--- src/design/cfe_pkg.sv ---
`default_nettype none

package cfe_pkg;

    localparam int unsigned WORD_WIDTH = 64;
    localparam int unsigned QDEPTH = 2;

    localparam logic [WORD_WIDTH-1:0] NEG_LIMIT = {1'b1, {(WORD_WIDTH-1){1'b0}}};
    localparam logic [WORD_WIDTH-1:0] POS_LIMIT = {1'b0, {(WORD_WIDTH-1){1'b1}}};

    typedef struct packed {
        logic neg;
        logic last;
    } term_ctl_t;

    typedef struct packed {
        logic zero_den;
        logic ovf;
    } res_flags_t;

    typedef enum logic [2:0] {
        CV_IDLE,
        CV_LO,
        CV_HI,
        CV_SUM,
        CV_ACC,
        CV_FIN,
        CV_DIV,
        CV_OUT
    } conv_state_t;

    typedef enum logic [1:0] {
        DV_IDLE,
        DV_RUN,
        DV_END
    } div_state_t;

endpackage

`default_nettype wire

--- src/design/cfe_front.sv ---
`default_nettype none

module cfe_front #(
    parameter int unsigned TERM_WIDTH = 16
) (
    input  wire                        clk,
    input  wire                        rst_n,
    input  wire                        push,
    input  wire signed [TERM_WIDTH-1:0] term,
    input  wire                        last_term,
    output logic                       full,
    output logic                       q_valid,
    input  wire                        q_pop,
    output logic [TERM_WIDTH-1:0]      q_mag,
    output cfe_pkg::term_ctl_t         q_ctl
);
    import cfe_pkg::*;

    localparam int unsigned QAW = $clog2(QDEPTH);
    localparam int unsigned QCW = $clog2(QDEPTH + 1);

    logic [TERM_WIDTH-1:0] mag_mem [QDEPTH];
    term_ctl_t             ctl_mem [QDEPTH];
    logic [QAW-1:0]        wr_ptr_reg, wr_ptr_next;
    logic [QAW-1:0]        rd_ptr_reg, rd_ptr_next;
    logic [QCW-1:0]        count_reg, count_next;
    logic                  wr_en;
    logic                  rd_en;
    logic                  term_neg;
    logic [TERM_WIDTH-1:0] term_mag;

    // split the term into sign and magnitude before it is queued
    assign term_neg = term[TERM_WIDTH-1];
    assign term_mag = term_neg ? (~term + 1'b1) : term;

    assign full    = (count_reg == QCW'(QDEPTH));
    assign q_valid = (count_reg != '0);
    assign wr_en   = push && !full;
    assign rd_en   = q_pop && q_valid;
    assign q_mag   = mag_mem[rd_ptr_reg];
    assign q_ctl   = ctl_mem[rd_ptr_reg];

    always_comb
    begin
        wr_ptr_next = wr_en ? wr_ptr_reg + QAW'(1) : wr_ptr_reg;
        rd_ptr_next = rd_en ? rd_ptr_reg + QAW'(1) : rd_ptr_reg;
        count_next  = count_reg;
        if (wr_en && !rd_en)
        begin
            count_next = count_reg + QCW'(1);
        end
        else if (rd_en && !wr_en)
        begin
            count_next = count_reg - QCW'(1);
        end
    end

    always_ff @(posedge clk or negedge rst_n)
    begin
        if (!rst_n)
        begin
            wr_ptr_reg <= '0;
            rd_ptr_reg <= '0;
            count_reg  <= '0;
        end
        else
        begin
            wr_ptr_reg <= wr_ptr_next;
            rd_ptr_reg <= rd_ptr_next;
            count_reg  <= count_next;
        end
    end

    always_ff @(posedge clk)
    begin
        if (wr_en)
        begin
            mag_mem[wr_ptr_reg] <= term_mag;
            ctl_mem[wr_ptr_reg] <= '{neg: term_neg, last: last_term};
        end
    end

endmodule

`default_nettype wire

--- src/design/cfe_div.sv ---
`default_nettype none

module cfe_div #(
    parameter int unsigned FRAC_BITS = 32
) (
    input  wire         clk,
    input  wire         rst_n,
    input  wire         start,
    input  wire  [63:0] num,
    input  wire  [63:0] den,
    output logic        done,
    output logic [63:0] value,
    output logic        ovf
);
    import cfe_pkg::*;

    localparam int unsigned DW = WORD_WIDTH + FRAC_BITS;
    localparam int unsigned CW = $clog2(DW);

    div_state_t             state_reg, state_next;
    logic [CW-1:0]          cnt_reg, cnt_next;
    logic [DW-1:0]          dvd_reg;
    logic [DW-1:0]          quo_reg;
    logic [WORD_WIDTH-1:0]  rem_reg;
    logic [WORD_WIDTH-1:0]  d_reg;
    logic                   neg_reg;
    logic [WORD_WIDTH-1:0]  num_mag;
    logic [WORD_WIDTH-1:0]  den_mag;
    logic [WORD_WIDTH:0]    rem_shift;
    logic                   rem_ge;
    logic                   big;
    logic [WORD_WIDTH-1:0]  quo_low;
    logic [WORD_WIDTH-1:0]  limit;
    logic                   quo_ovf;

    assign num_mag = num[63] ? (~num + 1'b1) : num;
    assign den_mag = den[63] ? (~den + 1'b1) : den;

    // one quotient bit per cycle, restoring
    assign rem_shift = {rem_reg, dvd_reg[DW-1]};
    assign rem_ge    = (rem_shift >= {1'b0, d_reg});

    assign big     = |quo_reg[DW-1:WORD_WIDTH];
    assign quo_low = quo_reg[WORD_WIDTH-1:0];
    assign limit   = neg_reg ? NEG_LIMIT : POS_LIMIT;
    assign quo_ovf = big || (quo_low > limit);

    always_comb
    begin
        state_next = state_reg;
        cnt_next   = cnt_reg;
        case (state_reg)
            DV_IDLE:
            begin
                if (start)
                begin
                    state_next = DV_RUN;
                    cnt_next   = CW'(DW - 1);
                end
            end
            DV_RUN:
            begin
                if (cnt_reg == '0)
                begin
                    state_next = DV_END;
                end
                else
                begin
                    cnt_next = cnt_reg - CW'(1);
                end
            end
            DV_END:
            begin
                state_next = DV_IDLE;
            end
            default:
            begin
                state_next = DV_IDLE;
            end
        endcase
    end

    always_comb
    begin
        done  = (state_reg == DV_END);
        ovf   = quo_ovf;
        value = quo_ovf ? limit : (neg_reg ? (~quo_low + 1'b1) : quo_low);
    end

    always_ff @(posedge clk or negedge rst_n)
    begin
        if (!rst_n)
        begin
            state_reg <= DV_IDLE;
            cnt_reg   <= '0;
        end
        else
        begin
            state_reg <= state_next;
            cnt_reg   <= cnt_next;
        end
    end

    always_ff @(posedge clk)
    begin
        if (state_reg == DV_IDLE && start)
        begin
            dvd_reg <= DW'(num_mag) << FRAC_BITS;
            d_reg   <= den_mag;
            neg_reg <= (num[63] ^ den[63]) && (num_mag != '0);
            rem_reg <= '0;
            quo_reg <= '0;
        end
        else if (state_reg == DV_RUN)
        begin
            dvd_reg <= {dvd_reg[DW-2:0], 1'b0};
            quo_reg <= {quo_reg[DW-2:0], rem_ge};
            rem_reg <= rem_ge ? WORD_WIDTH'(rem_shift - {1'b0, d_reg})
                              : rem_shift[WORD_WIDTH-1:0];
        end
    end

endmodule

`default_nettype wire

--- src/design/cfe_conv.sv ---
`default_nettype none

module cfe_conv #(
    parameter int unsigned TERM_WIDTH = 16,
    parameter int unsigned FRAC_BITS  = 32
) (
    input  wire                        clk,
    input  wire                        rst_n,
    input  wire                        q_valid,
    output logic                       q_pop,
    input  wire  [TERM_WIDTH-1:0]      q_mag,
    input  cfe_pkg::term_ctl_t         q_ctl,
    output logic                       res_valid,
    input  wire                        res_ready,
    output logic [63:0]                res_value,
    output cfe_pkg::res_flags_t        res_flags
);
    import cfe_pkg::*;

    localparam int unsigned PW = TERM_WIDTH + 32;
    localparam int unsigned MW = TERM_WIDTH + WORD_WIDTH;

    typedef struct packed {
        logic [WORD_WIDTH-1:0] v;
        logic                  ovf;
    } madd_t;

    conv_state_t           state_reg, state_next;
    logic [WORD_WIDTH-1:0] num_cur_reg, num_prev_reg, den_cur_reg, den_prev_reg;
    logic                  sticky_reg;
    logic [TERM_WIDTH-1:0] mag_reg;
    logic                  neg_a_reg;
    logic                  last_reg;
    logic [WORD_WIDTH-1:0] mxn_reg, mxd_reg;
    logic                  sxn_reg, sxd_reg;
    logic [PW-1:0]         plon_reg, plod_reg, phin_reg, phid_reg;
    logic [WORD_WIDTH-1:0] mn_reg, md_reg;
    logic                  ov1n_reg, ov1d_reg;
    logic [WORD_WIDTH-1:0] res_value_reg;
    res_flags_t            res_flags_reg;
    logic [PW-1:0]         mul_n, mul_d;
    logic                  negn, negd;
    logic [MW-1:0]         mfull_n, mfull_d;
    logic                  ovm_n, ovm_d;
    madd_t                 acc_n, acc_d;
    logic                  den_zero;
    logic [WORD_WIDTH-1:0] sat_value;
    logic                  div_start;
    logic                  div_done;
    logic [WORD_WIDTH-1:0] div_value;
    logic                  div_ovf;

    // signed add of y and the product magnitude m, saturating
    function automatic madd_t mac_finish(input logic [WORD_WIDTH-1:0] m, input logic neg,
                                         input logic ov1, input logic [WORD_WIDTH-1:0] y);
        logic                  ps;
        logic [WORD_WIDTH-1:0] s;
        madd_t                 r;
        ps = neg && (m != '0);
        s  = neg ? (y - m) : (y + m);
        if (ov1)
        begin
            r.v   = neg ? NEG_LIMIT : POS_LIMIT;
            r.ovf = 1'b1;
        end
        else if ((ps == y[WORD_WIDTH-1]) && (s[WORD_WIDTH-1] != ps))
        begin
            r.v   = ps ? NEG_LIMIT : POS_LIMIT;
            r.ovf = 1'b1;
        end
        else
        begin
            r.v   = s;
            r.ovf = 1'b0;
        end
        return r;
    endfunction

    assign negn = neg_a_reg ^ sxn_reg;
    assign negd = neg_a_reg ^ sxd_reg;

    // one multiplier per recurrence, low half then high half of |x|
    assign mul_n = PW'(mag_reg) * PW'((state_reg == CV_LO) ? mxn_reg[31:0] : mxn_reg[63:32]);
    assign mul_d = PW'(mag_reg) * PW'((state_reg == CV_LO) ? mxd_reg[31:0] : mxd_reg[63:32]);

    assign mfull_n = {phin_reg, 32'b0} + MW'(plon_reg);
    assign mfull_d = {phid_reg, 32'b0} + MW'(plod_reg);
    assign ovm_n   = (|mfull_n[MW-1:WORD_WIDTH]) ||
                     (mfull_n[WORD_WIDTH-1:0] > (negn ? NEG_LIMIT : POS_LIMIT));
    assign ovm_d   = (|mfull_d[MW-1:WORD_WIDTH]) ||
                     (mfull_d[WORD_WIDTH-1:0] > (negd ? NEG_LIMIT : POS_LIMIT));

    assign acc_n = mac_finish(mn_reg, negn, ov1n_reg, num_prev_reg);
    assign acc_d = mac_finish(md_reg, negd, ov1d_reg, den_prev_reg);

    assign den_zero  = (den_cur_reg == '0);
    // zero numerator counts as positive
    assign sat_value = ((num_cur_reg[63] ^ den_cur_reg[63]) && (num_cur_reg != '0))
                       ? NEG_LIMIT : POS_LIMIT;

    cfe_div #(
        .FRAC_BITS(FRAC_BITS)
    ) u_div (
        .clk  (clk),
        .rst_n(rst_n),
        .start(div_start),
        .num  (num_cur_reg),
        .den  (den_cur_reg),
        .done (div_done),
        .value(div_value),
        .ovf  (div_ovf)
    );

    always_comb
    begin
        state_next = state_reg;
        case (state_reg)
            CV_IDLE:
            begin
                if (q_valid)
                begin
                    state_next = CV_LO;
                end
            end
            CV_LO:  state_next = CV_HI;
            CV_HI:  state_next = CV_SUM;
            CV_SUM: state_next = CV_ACC;
            CV_ACC: state_next = last_reg ? CV_FIN : CV_IDLE;
            CV_FIN: state_next = (den_zero || sticky_reg) ? CV_OUT : CV_DIV;
            CV_DIV:
            begin
                if (div_done)
                begin
                    state_next = CV_OUT;
                end
            end
            CV_OUT:
            begin
                if (res_ready)
                begin
                    state_next = CV_IDLE;
                end
            end
            default: state_next = CV_IDLE;
        endcase
    end

    always_comb
    begin
        q_pop     = (state_reg == CV_IDLE) && q_valid;
        div_start = (state_reg == CV_FIN) && !den_zero && !sticky_reg;
        res_valid = (state_reg == CV_OUT);
        res_value = res_value_reg;
        res_flags = res_flags_reg;
    end

    always_ff @(posedge clk or negedge rst_n)
    begin
        if (!rst_n)
        begin
            state_reg    <= CV_IDLE;
            num_cur_reg  <= WORD_WIDTH'(1);
            num_prev_reg <= '0;
            den_cur_reg  <= '0;
            den_prev_reg <= WORD_WIDTH'(1);
            sticky_reg   <= 1'b0;
        end
        else
        begin
            state_reg <= state_next;
            if (state_reg == CV_ACC)
            begin
                num_prev_reg <= num_cur_reg;
                num_cur_reg  <= acc_n.v;
                den_prev_reg <= den_cur_reg;
                den_cur_reg  <= acc_d.v;
                sticky_reg   <= sticky_reg || acc_n.ovf || acc_d.ovf;
            end
            else if (state_reg == CV_FIN)
            begin
                // the divider has its own copy by now
                num_cur_reg  <= WORD_WIDTH'(1);
                num_prev_reg <= '0;
                den_cur_reg  <= '0;
                den_prev_reg <= WORD_WIDTH'(1);
                sticky_reg   <= 1'b0;
            end
        end
    end

    always_ff @(posedge clk)
    begin
        case (state_reg)
            CV_IDLE:
            begin
                if (q_valid)
                begin
                    mag_reg   <= q_mag;
                    neg_a_reg <= q_ctl.neg;
                    last_reg  <= q_ctl.last;
                    mxn_reg   <= num_cur_reg[63] ? (~num_cur_reg + 1'b1) : num_cur_reg;
                    mxd_reg   <= den_cur_reg[63] ? (~den_cur_reg + 1'b1) : den_cur_reg;
                    sxn_reg   <= num_cur_reg[63];
                    sxd_reg   <= den_cur_reg[63];
                end
            end
            CV_LO:
            begin
                plon_reg <= mul_n;
                plod_reg <= mul_d;
            end
            CV_HI:
            begin
                phin_reg <= mul_n;
                phid_reg <= mul_d;
            end
            CV_SUM:
            begin
                mn_reg   <= mfull_n[WORD_WIDTH-1:0];
                md_reg   <= mfull_d[WORD_WIDTH-1:0];
                ov1n_reg <= ovm_n;
                ov1d_reg <= ovm_d;
            end
            CV_FIN:
            begin
                res_value_reg <= den_zero ? '0 : sat_value;
                res_flags_reg <= '{zero_den: den_zero, ovf: sticky_reg};
            end
            CV_DIV:
            begin
                if (div_done)
                begin
                    res_value_reg <= div_value;
                    res_flags_reg <= '{zero_den: 1'b0, ovf: div_ovf};
                end
            end
            default:
            begin
            end
        endcase
    end

endmodule

`default_nettype wire

--- src/design/continued_fraction_evaluator_top.sv ---
`default_nettype none

// channel   ports                                      handshake
// terms     term, last_term                            push / full
// results   value, zero_denominator, overflowed        pop / empty
//
// each term passes through the convergent engine in steps: queue read, two half
// multiplies per recurrence on a shared pair of multipliers, magnitude sum, saturating add
// a last term adds a finish step and, unless the denominator is zero or the
// convergents overflowed, a run of the divider, which yields one quotient bit per cycle
// a two-item queue in front keeps push open while the engine works
// reset empties the queue and the output register and sets the convergents to 1/0, 0/1
// a held result stalls only the engine; the front queue keeps filling

module continued_fraction_evaluator_top #(
    parameter int unsigned TERM_WIDTH = 16,
    parameter int unsigned FRAC_BITS  = 32
) (
    input  wire                         clk,
    input  wire                         rst_n,
    input  wire                         push,
    output logic                        full,
    input  wire signed [TERM_WIDTH-1:0] term,
    input  wire                         last_term,
    output logic                        empty,
    input  wire                         pop,
    output logic signed [63:0]          value,
    output logic                        zero_denominator,
    output logic                        overflowed
);
    import cfe_pkg::*;

    logic                  q_valid;
    logic                  q_pop;
    logic [TERM_WIDTH-1:0] q_mag;
    term_ctl_t             q_ctl;
    logic                  res_valid;
    logic                  res_ready;
    logic [63:0]           res_value;
    res_flags_t            res_flags;
    logic                  out_valid_reg, out_valid_next;
    logic [63:0]           value_reg;
    res_flags_t            flags_reg;
    logic                  load;

    cfe_front #(
        .TERM_WIDTH(TERM_WIDTH)
    ) u_front (
        .clk      (clk),
        .rst_n    (rst_n),
        .push     (push),
        .term     (term),
        .last_term(last_term),
        .full     (full),
        .q_valid  (q_valid),
        .q_pop    (q_pop),
        .q_mag    (q_mag),
        .q_ctl    (q_ctl)
    );

    cfe_conv #(
        .TERM_WIDTH(TERM_WIDTH),
        .FRAC_BITS (FRAC_BITS)
    ) u_conv (
        .clk      (clk),
        .rst_n    (rst_n),
        .q_valid  (q_valid),
        .q_pop    (q_pop),
        .q_mag    (q_mag),
        .q_ctl    (q_ctl),
        .res_valid(res_valid),
        .res_ready(res_ready),
        .res_value(res_value),
        .res_flags(res_flags)
    );

    // output register refills in the cycle its item is popped
    assign res_ready = !out_valid_reg || pop;
    assign load      = res_valid && res_ready;

    always_comb
    begin
        out_valid_next = out_valid_reg;
        if (load)
        begin
            out_valid_next = 1'b1;
        end
        else if (pop && out_valid_reg)
        begin
            out_valid_next = 1'b0;
        end
    end

    always_ff @(posedge clk or negedge rst_n)
    begin
        if (!rst_n)
        begin
            out_valid_reg <= 1'b0;
        end
        else
        begin
            out_valid_reg <= out_valid_next;
        end
    end

    always_ff @(posedge clk)
    begin
        if (load)
        begin
            value_reg <= res_value;
            flags_reg <= res_flags;
        end
    end

    assign empty            = !out_valid_reg;
    assign value            = value_reg;
    assign zero_denominator = flags_reg.zero_den;
    assign overflowed       = flags_reg.ovf;

endmodule

`default_nettype wire
--- config.mk ---
export PLATFORM = sky130hd
export DESIGN_NAME = continued_fraction_evaluator_top
export DESIGN_NICKNAME = d
export VERILOG_FILES = /design/src/design/cfe_pkg.sv /design/src/design/cfe_front.sv /design/src/design/cfe_div.sv /design/src/design/cfe_conv.sv /design/src/design/continued_fraction_evaluator_top.sv
export SDC_FILE = /design/constraint.sdc
export NUM_CORES = 2
export LEC_CHECK = 0
export ABC_AREA = 1
export BUFFER_PORTS_ARGS = -buffer_cell sky130_fd_sc_hd__buf_2
export CAP_MARGIN = 20
export CORE_MARGIN = 2
export CORE_UTILIZATION = 35
export DETAILED_ROUTE_END_ITERATION = 7
export HOLD_SLACK_MARGIN = 0.02
export MAX_ROUTING_LAYER = met4
export SYNTH_ARGS = -nofsm -noshare
export SYNTH_HDL_FRONTEND = slang
export SYNTH_SLANG_ARGS = --single-unit
--- constraint.sdc ---
create_clock -name clk -period 11.37 [get_ports clk]
set_input_delay 1.7055 -clock clk [delete_from_list [all_inputs] [get_ports clk]]
set_output_delay 1.7055 -clock clk [all_outputs]
set_load 0.02 [all_outputs]
==> out/results.txt <==
Outcome: finished clean
Worst R2R Path Depth: 30
Clk_lat worst skew: 0.86 ns
Slew Limit Headroom: 0.2185
Area of the multi-input gates: 66770 sq um
Root buffer cell: clkbuf_16
First-pass GRT wire length: 587.6 mm
Top post-synthesis cells by area: edfxtp_1 (21%), fa_1 (15%), nand2_1 (13%)
CP Launch Type: flop
Synth Register Bits: 1201
Die height: 564.6 um
Sequential fraction of the synthesis area: 0.3009
Post-synth top area cell: edfxtp_1
EDFF count, synth: 767
Die X: 564.6 um
Fill cells: 32.61k
Area grow syn2layout: 8.472%
Slowest CP cell: buf_4
GP Congestion: 0.9995
Vias/cell: 5.186
Post-synth top area share: 0.2094
Finished Layout Cells: 18.36k
Critical path class: reg -> reg
Layout Skew: 0.1096 ns
Starting Density: 0.3523
Arrival @ worst endpoint: 9.67 ns
Post-DP HPWL: 313.6 mm
Number of global-route vias before repair: 92.30k
CTS max path bufs: 4
Largest net degree at the start of global routing: 124
Setup TNS: 0 ns
Unrepaired setup endpoints after global routing: no
Vias: 95.23k
Post-Syn Instances: 14.14k
Gr ovfl total: 0
Drc violations: 0
WL per Instance: 21.31 um
Detailed Route Iter0 Violations: 8948
Placed Cells: 18.10k
Layout cells sized above 1: 0.05319
Setup Fix Bufs, Post-CTS: 0
Yosys warnings: 0
Final Setup Violations: 0
Req. time, crit path: 11.99 ns
Final ANT Viol Nets: 0
Max-cap violations: 0
Register area: 33100 sq um
Hold Path Class: reg -> reg
Most frequent CP cell: fa_1
Syn Nets: 15.66k
Top FF cell, synth: edfxtp_1
Post-CTS sizing: 0
Core Util, Final: 0.3822
Synth cell types: 69
Core area: 312200 sq um
Max reg flops: 96
Fin nets: 15.63k
CP max stage delay: 0.81 ns
Die ar.: 318700 sq um
Critical Path End Type: flop
Worst-path fanout max: 80
Clock sink count: 1201
Num CTS Buffers: 142
Hold path cells: 0
Final Cycle Share: 0.7956
Cell area after technology mapping: 110000 sq um
Antenna violations before repair: 21
Worst Tran Pin Value: 1.168 ns
Tmin final: 9.046 ns
Pins Over Slew Limit: 0
Async set-reset flop share out of synthesis: 0.2281
WL final: 391.3 mm
Number of I/O port buffers: 88
Fin. Hold Viols: 0
Row cnt: 205
Ports: 89
Syn_area_per_cell: 7.780 sq um
Detailed Routing Iterations Pass 1: 8
Global-route usage over all layers: 0.2505
H-tree levels: 4
Fmax: 110.5 MHz
CTS tree: yes
Clock transition at path regs: 0.06 ns
Post-CTS Hold Buffers: 0
-- placed cells by master (no fill, tap or decap), drive strengths merged, types with 50 or more instances in the layout --
cell,n
nor3,163
buf,202
o21bai,50
edfxtp,767
nand4,237
a21oi,563
nand2,3878
or2,73
clkbuf,179
nand3b,51
ha,663
o21ai,598
a31oi,63
xnor2,168
dfxtp,160
inv,2234
nand3,483
a22oi,96
nor2,1702
fa,841
dfrtp,272
clkinv,86
nor4,76
xor2,391
-- layer usage --
metal / up-vias / GRT usage / part of all wire
met5: - / - / 0
met4: 0 / 0.07779 / 0.035
met3: 594 / 0.03955 / 0.075
met2: 3434 / 0.3886 / 0.45
met1: 46380 / 0.3349 / 0.44
li1: 44820 / - / -
-- layout make-up --
type                    count  area share
repair buffers            202     0.01105
clock buffers             179     0.03156
diodes                      8   0.0001678
well taps                4140     0.04342
inverters                2266     0.07140
flip-flops and latches   1201      0.2774
multi-input cells       10300      0.5597
clock inverters            70    0.005286
-- critical path: cells and delay by family (launching register included) --
family | cells | cell delay (ns)
AO/OA/AOI/OAI | 4 | 1.02
XOR/XNOR | 1 | 0.27
adder cells (fa/ha/maj) | 7 | 3.51
buffers and inverters | 8 | 1.82
flip-flops | 1 | 0.44
AND/OR/NAND/NOR | 10 | 1.66
-- synthesized netlist by cell type (9+ instances only) --
library cell,n
buf_1,22
a21oi_2,9
nor2_1,1664
edfxtp_1,767
xnor2_1,168
a21boi_0,11
nand3_1,471
and3_1,9
o21ai_2,42
buf_4,18
buf_2,61
ha_1,663
a21o_1,32
a21oi_1,554
buf_6,9
or2_2,73
a31oi_1,63
nand4_1,236
dfxtp_1,160
nand2_2,87
o21ai_0,520
xor2_1,391
inv_2,35
a22o_1,14
clkinv_1,37
nor4_1,74
mux2_2,18
o21ai_1,35
inv_1,2194
nor3_1,155
nand3b_1,51
clkbuf_1,256
a22oi_1,96
nor2_2,34
o21a_1,24
o31ai_1,12
nand2_1,3783
fa_1,841
dfrtp_1,272
o211ai_1,30
o21bai_1,50
-- path summary, 6_finish.rpt --
check / start / to / slack, ns
setup / recovery: u_conv.state_reg[0] / u_conv.plon_reg[33] / 2.32
hold / removal: u_conv.res_value[35] / value[35] / 0.42
setup reg to reg: u_conv.state_reg[0] / u_conv.plon_reg[33] / 2.32
hold reg to reg: u_conv.res_value[35] / value[35] / 0.42
max in group asynchronous: rst_n / u_conv.num_cur_reg[55] / 8.39
min in group asynchronous: rst_n / u_conv.num_prev_reg[12] / 0.88
-- cells by family after synthesis --
logic type / synth area share
and+or+nand+nor: 0.2519
buffers and inverters: 0.09285
muxes: 0.001843
xor gates and xnor gates: 0.04452
DFF: 0.3009
AOI/OAI and AO/OA: 0.07942
adders and majority gates: 0.2285
-- stage by stage --
step,hold slack [ns],area [sq um],setup slack (ns)
floorplan,0.4003,110000,1.305
global placement,0.4018,114900,2.596
detailed placement,0.4045,114900,2.515
CTS,0.4146,119300,2.428
global route,0.4183,119300,1.870
finish,0.4163,119300,2.324
Power is not shown: default switching activity piles up to over one toggle a cycle in this logic, so the estimate is an artifact.
